[src/hdl/dlff_pkg.sv]
package dlff_pkg;

	localparam int BYTE_W     = 8;
	localparam int CAP_W      = 15;
	localparam int COUNT_W    = 15;
	localparam int IDX_W      = 2;
	localparam int CFG_DATA_W = 15;

	// Limit applied to the capacity register
	localparam int MAX_CAPACITY_DEF = 16384;

	// Result queue depth; must be a power of two, at least 2
	localparam int FIFO_DEPTH = 4;

	localparam logic [CAP_W-1:0]  CAPACITY_RST = 15'd10240;
	localparam logic [BYTE_W-1:0] START_RST    = 8'd1;
	localparam logic [BYTE_W-1:0] END_RST      = 8'd2;

	localparam logic [BYTE_W-1:0] CH_NL    = 8'h0A;
	localparam logic [BYTE_W-1:0] CH_TAB   = 8'h09;
	localparam logic [BYTE_W-1:0] CH_CR    = 8'h0D;
	localparam logic [BYTE_W-1:0] CH_SP    = 8'h20;
	localparam logic [BYTE_W-1:0] CH_STAR  = 8'h2A;
	localparam logic [BYTE_W-1:0] CH_SLASH = 8'h2F;
	localparam logic [BYTE_W-1:0] CH_AT    = 8'h40;

	typedef enum logic [1:0] {
		KIND_CHAR = 2'd0,
		KIND_DONE = 2'd1,
		KIND_OVFL = 2'd2
	} kind_t;

	typedef enum logic [IDX_W-1:0] {
		REG_CAPACITY = 2'd0,
		REG_START    = 2'd1,
		REG_END      = 2'd2
	} reg_idx_t;

	typedef struct packed {
		logic [CAP_W-1:0]  capacity;
		logic [BYTE_W-1:0] start_byte;
		logic [BYTE_W-1:0] end_byte;
	} cfg_t;

	typedef struct packed {
		kind_t              kind;
		logic [BYTE_W-1:0]  data;
		logic [COUNT_W-1:0] count;
		logic               last;
	} res_t;

	// Up to two results written into the queue in one cycle
	typedef struct packed {
		logic [1:0] num;
		res_t       r0;
		res_t       r1;
	} push_t;

endpackage

[src/hdl/delimited_file_list_filter_core.sv]
// Delimited file-list filter. Bytes arrive on in_byte and are ignored until
// start_byte opens the list text; inside it '@', tab, space, CR and '*' turn
// into newline, leading and repeated newlines are dropped, and a '/' right
// before a newline is removed, so the last written character is always held
// back one item. end_byte flushes the held character and emits a done status
// (kind 1) with the name count; reaching capacity emits overflow (kind 2)
// instead; either way the block then waits for a new start_byte. Each input
// item gives zero, one or two results, is_last marking the final one. Rate:
// one item per clock while the result queue has room; an item waits in the
// input register, where it updates the filter state, and its results then
// wait in a four-entry result queue. in_stall rises only while that
// queue cannot take two more results. Configuration writes are always taken
// (cfg_ready is tied high) and must happen with the block idle.
module delimited_file_list_filter_core #(
	parameter int MAX_CAPACITY = dlff_pkg::MAX_CAPACITY_DEF
) (
	input  logic                              clk,
	input  logic                              arst_n,

	// input bytes
	input  logic                              in_valid,
	output logic                              in_stall,
	input  logic [dlff_pkg::BYTE_W-1:0]       in_byte,

	// results
	output logic                              out_valid,
	input  logic                              out_stall,
	output logic [1:0]                        kind,
	output logic [dlff_pkg::BYTE_W-1:0]       out_byte,
	output logic [dlff_pkg::COUNT_W-1:0]      name_count,
	output logic                              is_last,

	// configuration writes
	input  logic                              cfg_valid,
	output logic                              cfg_ready,
	input  logic [dlff_pkg::IDX_W-1:0]        cfg_index,
	input  logic [dlff_pkg::CFG_DATA_W-1:0]   cfg_data
);

	dlff_pkg::cfg_t   cfg;
	dlff_pkg::push_t  push;
	dlff_pkg::res_t   head;
	logic             room;

	// capacity, start and end bytes
	dlff_cfg u_cfg (
		.clk       (clk),
		.arst_n    (arst_n),
		.cfg_valid (cfg_valid),
		.cfg_ready (cfg_ready),
		.cfg_index (cfg_index),
		.cfg_data  (cfg_data),
		.cfg       (cfg)
	);

	// input register plus per-byte filter decision and list state
	dlff_filter #(
		.MAX_CAPACITY (MAX_CAPACITY)
	) u_filter (
		.clk      (clk),
		.arst_n   (arst_n),
		.in_valid (in_valid),
		.in_stall (in_stall),
		.in_byte  (in_byte),
		.cfg      (cfg),
		.room     (room),
		.push     (push)
	);

	// result queue; separates the output handshake from the filter
	dlff_fifo u_fifo (
		.clk       (clk),
		.arst_n    (arst_n),
		.push      (push),
		.room      (room),
		.out_valid (out_valid),
		.out_stall (out_stall),
		.head      (head)
	);

	assign kind       = head.kind;
	assign out_byte   = head.data;
	assign name_count = head.count;
	assign is_last    = head.last;

endmodule

[src/hdl/dlff_cfg.sv]
module dlff_cfg (
	input  logic                                clk,
	input  logic                                arst_n,
	input  logic                                cfg_valid,
	output logic                                cfg_ready,
	input  logic [dlff_pkg::IDX_W-1:0]          cfg_index,
	input  logic [dlff_pkg::CFG_DATA_W-1:0]     cfg_data,
	output dlff_pkg::cfg_t                      cfg
);

	dlff_pkg::cfg_t cfg_q;

	assign cfg_ready = 1'b1;
	assign cfg       = cfg_q;

	always_ff @(posedge clk or negedge arst_n) begin
		if (!arst_n) begin
			cfg_q.capacity   <= dlff_pkg::CAPACITY_RST;
			cfg_q.start_byte <= dlff_pkg::START_RST;
			cfg_q.end_byte   <= dlff_pkg::END_RST;
		end else if (cfg_valid) begin
			case (cfg_index)
				dlff_pkg::REG_CAPACITY: begin
					cfg_q.capacity <= cfg_data[dlff_pkg::CAP_W-1:0];
				end
				dlff_pkg::REG_START: begin
					cfg_q.start_byte <= cfg_data[dlff_pkg::BYTE_W-1:0];
				end
				dlff_pkg::REG_END: begin
					cfg_q.end_byte <= cfg_data[dlff_pkg::BYTE_W-1:0];
				end
				default: begin
				end
			endcase
		end
	end

endmodule

[src/hdl/dlff_filter.sv]
module dlff_filter #(
	parameter int MAX_CAPACITY = dlff_pkg::MAX_CAPACITY_DEF
) (
	input  logic                          clk,
	input  logic                          arst_n,
	input  logic                          in_valid,
	output logic                          in_stall,
	input  logic [dlff_pkg::BYTE_W-1:0]   in_byte,
	input  dlff_pkg::cfg_t                cfg,
	input  logic                          room,
	output dlff_pkg::push_t               push
);

	localparam int CMP_W = dlff_pkg::CAP_W + 2;
	localparam logic [CMP_W-1:0] CAP_LIMIT = CMP_W'(MAX_CAPACITY);

	logic                            valid_s1;
	logic [dlff_pkg::BYTE_W-1:0]     byte_s1;
	logic                            advance;

	logic                            in_text_q, in_text_d;
	logic [dlff_pkg::BYTE_W-1:0]     held_char_q, held_char_d;
	logic                            held_valid_q, held_valid_d;
	logic [dlff_pkg::CAP_W-1:0]      wl_q, wl_d;
	logic [dlff_pkg::COUNT_W-1:0]    nc_q, nc_d;

	logic [CMP_W-1:0]                cap_eff;
	logic                            ovfl_hit;
	logic                            is_end;
	logic [dlff_pkg::BYTE_W-1:0]     mapped;
	logic                            is_nl;
	logic [dlff_pkg::COUNT_W-1:0]    nc_inc;
	dlff_pkg::kind_t                 status_kind;

	assign advance  = valid_s1 && room;
	assign in_stall = valid_s1 && !room;

	// input register
	always_ff @(posedge clk or negedge arst_n) begin
		if (!arst_n) begin
			valid_s1 <= 1'b0;
		end else if (!in_stall) begin
			valid_s1 <= in_valid;
		end
	end

	always_ff @(posedge clk) begin
		if (in_valid && !in_stall) begin
			byte_s1 <= in_byte;
		end
	end

	always_comb begin
		cap_eff = ({2'b00, cfg.capacity} > CAP_LIMIT) ? CAP_LIMIT : {2'b00, cfg.capacity};
		ovfl_hit = ({2'b00, wl_q} + CMP_W'(1)) >= cap_eff;
		is_end = (byte_s1 == cfg.end_byte);
		status_kind = is_end ? dlff_pkg::KIND_DONE : dlff_pkg::KIND_OVFL;
		if (byte_s1 inside {dlff_pkg::CH_AT, dlff_pkg::CH_TAB, dlff_pkg::CH_SP,
				dlff_pkg::CH_CR, dlff_pkg::CH_STAR}) begin
			mapped = dlff_pkg::CH_NL;
		end else begin
			mapped = byte_s1;
		end
		is_nl  = (mapped == dlff_pkg::CH_NL);
		nc_inc = nc_q + dlff_pkg::COUNT_W'(1);
	end

	always_comb begin
		in_text_d    = in_text_q;
		held_char_d  = held_char_q;
		held_valid_d = held_valid_q;
		wl_d         = wl_q;
		nc_d         = nc_q;
		push.num     = 2'd0;
		push.r0      = '{kind: dlff_pkg::KIND_CHAR, data: held_char_q, count: nc_q, last: 1'b0};
		push.r1      = '{kind: status_kind, data: '0, count: nc_q, last: 1'b1};
		if (advance) begin
			if (!in_text_q) begin
				if (byte_s1 == cfg.start_byte) begin
					in_text_d    = 1'b1;
					held_valid_d = 1'b0;
					held_char_d  = '0;
					wl_d         = '0;
					nc_d         = '0;
				end
			end else if (is_end || ovfl_hit) begin
				// flush held char, then status
				if (held_valid_q) begin
					push.num = 2'd2;
				end else begin
					push.num = 2'd1;
					push.r0  = '{kind: status_kind, data: '0, count: nc_q, last: 1'b1};
				end
				in_text_d    = 1'b0;
				held_valid_d = 1'b0;
			end else if (is_nl && (!held_valid_q || held_char_q == dlff_pkg::CH_NL)) begin
				// leading or repeated newline: dropped
			end else if (is_nl && held_char_q == dlff_pkg::CH_SLASH) begin
				held_char_d = dlff_pkg::CH_NL;
				nc_d        = nc_inc;
			end else begin
				if (is_nl) begin
					nc_d = nc_inc;
				end
				if (held_valid_q) begin
					push.num = 2'd1;
					push.r0  = '{kind: dlff_pkg::KIND_CHAR, data: held_char_q,
						count: (is_nl ? nc_inc : nc_q), last: 1'b1};
				end
				held_char_d  = mapped;
				held_valid_d = 1'b1;
				wl_d         = wl_q + dlff_pkg::CAP_W'(1);
			end
		end
	end

	always_ff @(posedge clk or negedge arst_n) begin
		if (!arst_n) begin
			in_text_q    <= 1'b0;
			held_char_q  <= '0;
			held_valid_q <= 1'b0;
			wl_q         <= '0;
			nc_q         <= '0;
		end else begin
			in_text_q    <= in_text_d;
			held_char_q  <= held_char_d;
			held_valid_q <= held_valid_d;
			wl_q         <= wl_d;
			nc_q         <= nc_d;
		end
	end

	a_held_in_text: assert property (@(posedge clk) disable iff (!arst_n)
		held_valid_q |-> in_text_q)
		else $error("held char outside list text");

	a_single_last: assert property (@(posedge clk) disable iff (!arst_n)
		(push.num == 2'd1) |-> push.r0.last)
		else $error("single result not marked last");

	a_pair_shape: assert property (@(posedge clk) disable iff (!arst_n)
		(push.num == 2'd2) |-> (!push.r0.last && push.r1.last &&
		push.r0.kind == dlff_pkg::KIND_CHAR && push.r1.kind != dlff_pkg::KIND_CHAR))
		else $error("result pair malformed");

endmodule

[src/hdl/dlff_fifo.sv]
module dlff_fifo (
	input  logic              clk,
	input  logic              arst_n,
	input  dlff_pkg::push_t   push,
	output logic              room,
	output logic              out_valid,
	input  logic              out_stall,
	output dlff_pkg::res_t    head
);

	localparam int DEPTH = dlff_pkg::FIFO_DEPTH;
	localparam int PTR_W = $clog2(DEPTH);
	localparam int CNT_W = $clog2(DEPTH + 1);

	dlff_pkg::res_t        mem_q [DEPTH];
	logic [PTR_W-1:0]      wr_ptr_q;
	logic [PTR_W-1:0]      rd_ptr_q;
	logic [CNT_W-1:0]      count_q;
	logic                  pop;

	assign out_valid = (count_q != '0);
	assign pop       = out_valid && !out_stall;
	assign room      = (count_q <= CNT_W'(DEPTH - 2));
	assign head      = mem_q[rd_ptr_q];

	always_ff @(posedge clk) begin
		if (push.num != 2'd0) begin
			mem_q[wr_ptr_q] <= push.r0;
		end
		if (push.num == 2'd2) begin
			mem_q[wr_ptr_q + PTR_W'(1)] <= push.r1;
		end
	end

	always_ff @(posedge clk or negedge arst_n) begin
		if (!arst_n) begin
			wr_ptr_q <= '0;
			rd_ptr_q <= '0;
			count_q  <= '0;
		end else begin
			wr_ptr_q <= wr_ptr_q + PTR_W'(push.num);
			if (pop) begin
				rd_ptr_q <= rd_ptr_q + PTR_W'(1);
			end
			count_q <= count_q + CNT_W'(push.num) - CNT_W'(pop);
		end
	end

	a_no_overfill: assert property (@(posedge clk) disable iff (!arst_n)
		count_q <= CNT_W'(DEPTH))
		else $error("result queue overfilled");

	a_push_has_room: assert property (@(posedge clk) disable iff (!arst_n)
		(push.num != 2'd0) |-> room)
		else $error("push without room");

endmodule

[config.mk]
export PLATFORM = sky130hd
export DESIGN_NAME = delimited_file_list_filter_core
export DESIGN_NICKNAME = d
export VERILOG_FILES = /design/src/hdl/dlff_pkg.sv /design/src/hdl/delimited_file_list_filter_core.sv /design/src/hdl/dlff_cfg.sv /design/src/hdl/dlff_filter.sv /design/src/hdl/dlff_fifo.sv
export SDC_FILE = /design/constraint.sdc
export NUM_CORES = 1
export LEC_CHECK = 0
export BUFFER_PORTS_ARGS = -buffer_cell sky130_fd_sc_hd__buf_2
export CAP_MARGIN = 20
export CORE_MARGIN = 8
export CORE_UTILIZATION = 44
export DETAILED_ROUTE_END_ITERATION = 8
export PLACE_DENSITY = 0.6
export REMOVE_ABC_BUFFERS = 1
export SETUP_SLACK_MARGIN = 0.02
export SYNTH_ARGS = -nofsm -noshare
export SYNTH_HDL_FRONTEND = slang
export SYNTH_SLANG_ARGS = --single-unit
[constraint.sdc]
create_clock -name clk -period 4.6 [get_ports clk]
set_clock_uncertainty 0.1 [all_clocks]
set_input_delay 0.92 -clock clk [delete_from_list [all_inputs] [get_ports clk]]
set_output_delay 0.92 -clock clk [all_outputs]
set_load 0.1 [all_outputs]
# --- After elaboration in Yosys (flattened, before gate mapping) ---
# Memory sizes are Yosys's and may differ from the RTL's.
# Index checks and enable logic that the tools add are counted.
classes:
  eq_ne: 18
  add_sub_neg: 8
  n_reduce_logical: 23
  magnitude_cmp: 3
  mux: 38
ops:
  columns: ["operator", "n"]
  rows:
  - ["$mux W15", 11]
  - ["$mux W28", 5]
  - ["$mux W8", 6]
  - ["$eq A8 B4 Y1 const B", 4]
  - ["$add A15 B1 Y15 const B", 2]
  - ["$mux W27", 1]
  - ["$mux W26", 1]
  - ["$eq A8 B6 Y1 const B", 3]
  - ["$ge A17 B17 Y1", 1]
  - ["$add A15 B1 Y16 const B", 1]
  - ["$eq A8 B8 Y1", 2]
  - ["$gt A15 B15 Y1 const B", 1]
  - ["$mux W1", 12]
  - ["$eq A8 B7 Y1 const B", 1]
  - ["$reduce_and A4 Y1", 2]
  - ["$logic_and A1 B1 Y1", 6]
  - ["$ne A2 B2 Y1 const B", 3]
  - ["$ne A3 B3 Y1 const B", 2]
  - ["$reduce_and A2 Y1", 3]
  - ["$reduce_and A5 Y1", 1]
  - ["$reduce_bool A5 Y1", 1]
  - ["$add A2 B1 Y2 const B", 2]
  - ["$eq A2 B2 Y1 const B", 2]
  - ["$logic_not A1 Y1", 4]
  - ["10 further kinds", 13]
totals:
  mem_bits_rw: 104
  output_inout_bits: 29
  n_memories: 1
  register_bits: 87
  input_bits: 30
memory_table:
  columns: ["name", "words", "width", "rd", "rd_clocked_by_memory_dff", "wr", "line_no", "source"]
  rows:
  - ["u_fifo.mem_q", 4, 26, 1, 0, 2, "dlff_fifo.sv:15", "dlff_pkg::res_t mem_q [DEPTH];"]

# --- Longest topological paths before layout ---
depth:
  depth_word: 14
  mapped_depth: 21
  ltp_nobuf: 18

# --- Cells and area by module ---
# From an unflattened synthesis, not the netlist that was laid out.
unflattened:
  cells_unflattened: 832
  area_unflattened_um2: 10540.1
modules_own_cells:
  columns: ["mod", "cells_each", "instances", "area_per_inst_um2"]
  rows:
  - ["dlff_fifo", 293, 1, 5444.0]
  - ["dlff_filter", 471, 1, 3898.7]
  - ["dlff_cfg", 68, 1, 1197.4]

# --- Worst setup path before layout ---
# Ideal clock, no wire load.
synth_timing:
  path_kind: "reg-to-reg"
  from: "register u_filter.wl_q[0] (netlist bit)"
  to: "register u_fifo.count_q[2]"
  required_time_ps: 4377
  stages_incl_launch_ff: 21
  synth_period_minus_slack_ps: 4139
  setup_time_ps: 123
  n_path_buf: 2
  slack_ps: 461
  arrival_ps: 3917
  path_cell_list: "dfrtp_1 -> ha_1 -> nand3_1 -> nor2_1 -> nand3_1 -> xnor2_1 -> ha_1 -> and3_1 -> and4_1 -> nand3_1 -> o22a_4 -> buf_4 -> buf_6 -> nand2_1 -> o21ai_0 -> a21o_1 -> ha_1 -> inv_1 -> ha_1 -> fa_1 -> xnor2_1"
synth_between:
  elab_chain_cells: 8
synth_rtl:
  columns: ["item", "line_no", "source"]
  rows:
  - ["start, declared", "dlff_filter.sv:24", "logic [dlff_pkg::CAP_W-1:0] wl_q, wl_d;"]
  - ["start signal, assigned", "dlff_filter.sv:128", "wl_q <= wl_d;"]
  - ["$add A15 B1 Y16", "dlff_filter.sv:55", "ovfl_hit = ({2'b00, wl_q} + CMP_W'(1)) >= cap_eff;"]
  - ["$ge A17 B17 Y1", "dlff_filter.sv:55", null]
  - ["$logic_or A1 B1 Y1", "dlff_filter.sv:86", "end else if (is_end || ovfl_hit) begin"]
  - ["$mux W28", "dlff_filter.sv:86", null]
  - ["$mux W28", "dlff_filter.sv:78", "if (!in_text_q) begin"]
  - ["$mux W28", "dlff_filter.sv:77", "if (advance) begin"]
  - ["$add A3 B2 Y3", "dlff_fifo.sv:45", "count_q <= count_q + CNT_W'(push.num) - CNT_W'(pop);"]
  - ["$sub A3 B1 Y3", "dlff_fifo.sv:45", null]
  - ["end signal, assigned", "dlff_fifo.sv:45", null]
  - ["end, declared", "dlff_fifo.sv:18", "logic [CNT_W-1:0] count_q;"]
# No other way between the ends.
# A chain may end at the register's enable or synchronous reset.

==> flow_summary_export.csv <==
group,metric,value,unit
logic_synthesis,syn_area,0.0106,mm^2
logic_synthesis,avgSynthCellArea,10.6,um^2
setup_path,cp_slowest_cell,"dfrtp_1",
global_routing,gr-usage-all-layers,18.2,%
setup_path,worstPathArrival,4.30,ns
route,drt_iter0_markers,639,
clocking,clock-root-buffer,"clkbuf_16",
timing,period_minus_slack,4.16,ns
setup_path,required,4.74,ns
final_layout,drive_gt1_share,20.6,%
setup_path,path_common_cell,"nand3_1",
timing,setup_violations,0,
worst_hold_path,worst_hold_path_type,"reg -> reg",
timing,finalHoldViolCount,0,
setup_path,cp_cell_sequence,"ha_1, nand3_1, nor2_1, nand3_1, xnor2_1, ha_1, and3_1, a221o_1, nand3_1, and4_1, buf_4, and3_1, buf_12, a31oi_1, a31oi_1",
final_layout,syn2layout_area_growth,11.0,%
die,die_y,171,um
setup_path,critPathKind,"reg -> reg",
power_and_ir_drop,power.density,464,mW/mm^2
logic_synthesis,ys_ff_latch,191,
route,avgViaCountPerCell,5.90,
logic_synthesis,synth_edf_count,76,
die,pin_count,59,
clocking,cts_hold_buf,0,
die,die_width,171,um
place,gp_congestion,0.818,
logic_synthesis,syn_inst,997,
logic_synthesis,ys_seq_area_share,47.2,%
route,wirelength,26.0,mm
power_and_ir_drop,p_leak,0.00428,uW
clocking,cts.htree.levels,4,
global_routing,antenna_found_initial,0,
die,fp.dieArea,0.0292,mm^2
clocking,post-cts-setup-buffer-count,0,
global_routing,grt_pass1_wl,42.0,mm
clocking,cts_tree,"built",
clocking,ctsResizeCount,0,
clocking,cts_max_path_buffers,2,
logic_synthesis,synth.distinct_cells,79,
setup_path,cp-end-kind,"flip-flop",
outcome,status,"finished, final reports clean",
timing,max-slew-margin-rel,35.8,%
global_routing,grt_start_max_net_pins,59,
place,post-dp-hpwl,17.5,mm
final_layout,fin_nets,1070,
die,core,0.0235,mm^2
timing,tightestPinTransition,0.963,ns
setup_path,max_stage_delay,0.43,ns
die,rows,56,
timing,slew_violations,0,
timing,fin_tns_setup,0,ns
clocking,clkTransAtPathRegs,0.08,ns
route,drc,0,
final_layout,antenna_cells,0,
route,wl_per_cell,19.2,um
place,io_buffers,57,
clocking,clock_sinks,191,
flow_run,cap_violations,0,
route,postRouteAntennaNets,0,
route,firstDrtPassIters,5,
timing,rsz0062_at_grt,"no",
clocking,cts_made_buffers,17,
timing,fmax,240,MHz
logic_synthesis,async_reset_ff_share,41.4,%
setup_path,cp_max_fo,42,
global_routing,grt_overflow,0,
clocking,clock_latency,0.43,ns
logic_synthesis,yosys_warnings,0,
route,vias,7963,
power_and_ir_drop,ir_drop,582,uV
die,initial_core_util,44.8,%
power_and_ir_drop,finalPower,5430,uW
logic_synthesis,synth_flop_cell,"edfxtp_1",
timing,whs,0.355,ns
global_routing,grt_pass1_vias,7670,
setup_path,worst_setup_path_start_kind,"flip-flop",
timing,finalCritPeriodShare,90.4,%
cells by family after synthesis:
group,synth area share (%)
xor+xnor,2.91
mux,10.1
flops,47.2
other cells,0.0355
buf+inv,5.27
compound gates,17.2
fa+ha+maj,2.68
simple gates,14.5
cells in the final DEF (no fill, tap or decap), drive strengths merged, types with 3 or more instances in the layout:
master  count
mux2i      14
nand3      53
clkbuf     20
a21o       14
nor3       14
and2        5
ha         21
or2         4
a21oi      40
nand3b      3
nor3b       3
a221o       3
a211o       5
edfxtp     76
dfstp       4
buf        92
a311oi      3
a31oi     101
or3         4
nand2b      7
a22o        5
o32ai      11
and4        3
dfrtp      75
a32o       12
a211oi      5
o21ai      29
nand4      22
and3       13
clkinv      6
nor2       29
nand2     138
xor2       10
nor4        8
nor2b       5
inv        31
xnor2      25
dfxtp      36
mux2       30
mux4       26
through the flow:
stage	area, um^2	setup slack, ns	utilization (%)	cells
after floorplan	10100	-1.21	-	907
after global placement	11100	0.536	47.3	1317
after detailed placement	11100	0.497	47.3	1317
after CTS	11700	0.474	49.7	1349
after global routing	11700	0.127	49.7	1350
final	11700	0.440	49.7	1350
worst paths after layout:
path,cells after the start,from,to,slack (ns)
setup / recovery,15,u_filter.wl_q[0],u_fifo.mem_q[0][7],0.44
hold / removal,2,u_fifo.mem_q[2][21],u_fifo.mem_q[2][21],0.35
setup reg to reg,15,u_filter.wl_q[0],u_fifo.mem_q[0][7],0.44
hold reg to reg,2,u_fifo.mem_q[2][21],u_fifo.mem_q[2][21],0.35
max in group asynchronous,2,arst_n,u_filter.nc_q[9],3.14
min in group asynchronous,1,arst_n,u_cfg.cfg[2],0.45
layer usage:
| metal | wire, um | GRT usage, % |
|---|---|---|
| met2 | 12200 | 29.3 |
| met5 | 0 | 0 |
| met3 | 1340 | 2.90 |
| met4 | 293 | 4.91 |
| met1 | 12100 | 25.1 |
cells in the mapped netlist (3+ instances only):
master / count / area, um^2
a21oi_1: 37 / 185
clkbuf_1: 47 / 176
inv_1: 23 / 86.3
nand3_1: 53 / 265
buf_6: 8 / 90.1
o21ai_1: 12 / 60.1
nand4_1: 21 / 131
buf_2: 24 / 120
xor2_1: 10 / 87.6
a31oi_1: 100 / 626
and4_1: 3 / 26.3
xnor2_1: 25 / 219
or3_1: 4 / 25.0
and3_1: 13 / 81.3
edfxtp_1: 76 / 2280
a22o_1: 5 / 43.8
dfstp_2: 4 / 105
nor4_1: 6 / 37.5
nand2b_1: 7 / 43.8
dfxtp_1: 36 / 721
ha_1: 21 / 263
mux2i_1: 14 / 140
a32o_1: 12 / 120
buf_4: 9 / 67.6
dfrtp_1: 75 / 1880
o21ai_0: 17 / 85.1
mux2_2: 30 / 338
a21o_1: 14 / 105
nand3b_1: 3 / 22.5
a211o_1: 5 / 43.8
nor2b_1: 5 / 31.3
o32ai_1: 11 / 96.3
and2_1: 5 / 31.3
nor2_1: 27 / 101
a221o_1: 3 / 30.0
nor3_1: 12 / 60.1
nor3b_1: 3 / 22.5
nand2_1: 138 / 518
mux4_2: 26 / 586
layout make-up:
class                      instances  area, um^2
clock buffer                      20         447
clock inverter                    12         123
fill                            2197       11800
inverter                          25        93.8
multi-input combinational        691        5060
sequential                       191        4980
tap                              319         399
timing repair buffer              92         604
worst max-delay path: cells and delay by family (launching register included):
kind	cells	cell delay, ns
fa+ha+maj	2	0.52
simple gates	7	1.33
flops	1	0.43
xor+xnor	1	0.17
compound gates	3	0.72
buf+inv	2	0.64
power by group:
| group | switching [uW] | internal (uW) | total [uW] |
|---|---|---|---|
| clock | 711 | 735 | 1450 |
| combinational | 1410 | 519 | 1930 |
| sequential | 156 | 1900 | 2060 |
sequential cells by signal, summed over array words and instances, names as in the netlist:
register,cells
u_cfg.cfg,31
u_fifo.mem_q,104
u_fifo.rd_ptr_q,2
u_filter.byte_s1,8
u_filter.held_valid_q,1
u_filter.in_text_q,1
u_fifo.count_q,3
u_filter.nc_q,15
u_filter.held_char_q,8
u_filter.valid_s1,1
u_fifo.wr_ptr_q,2
u_filter.wl_q,15
(Power assumes the default switching activity.)
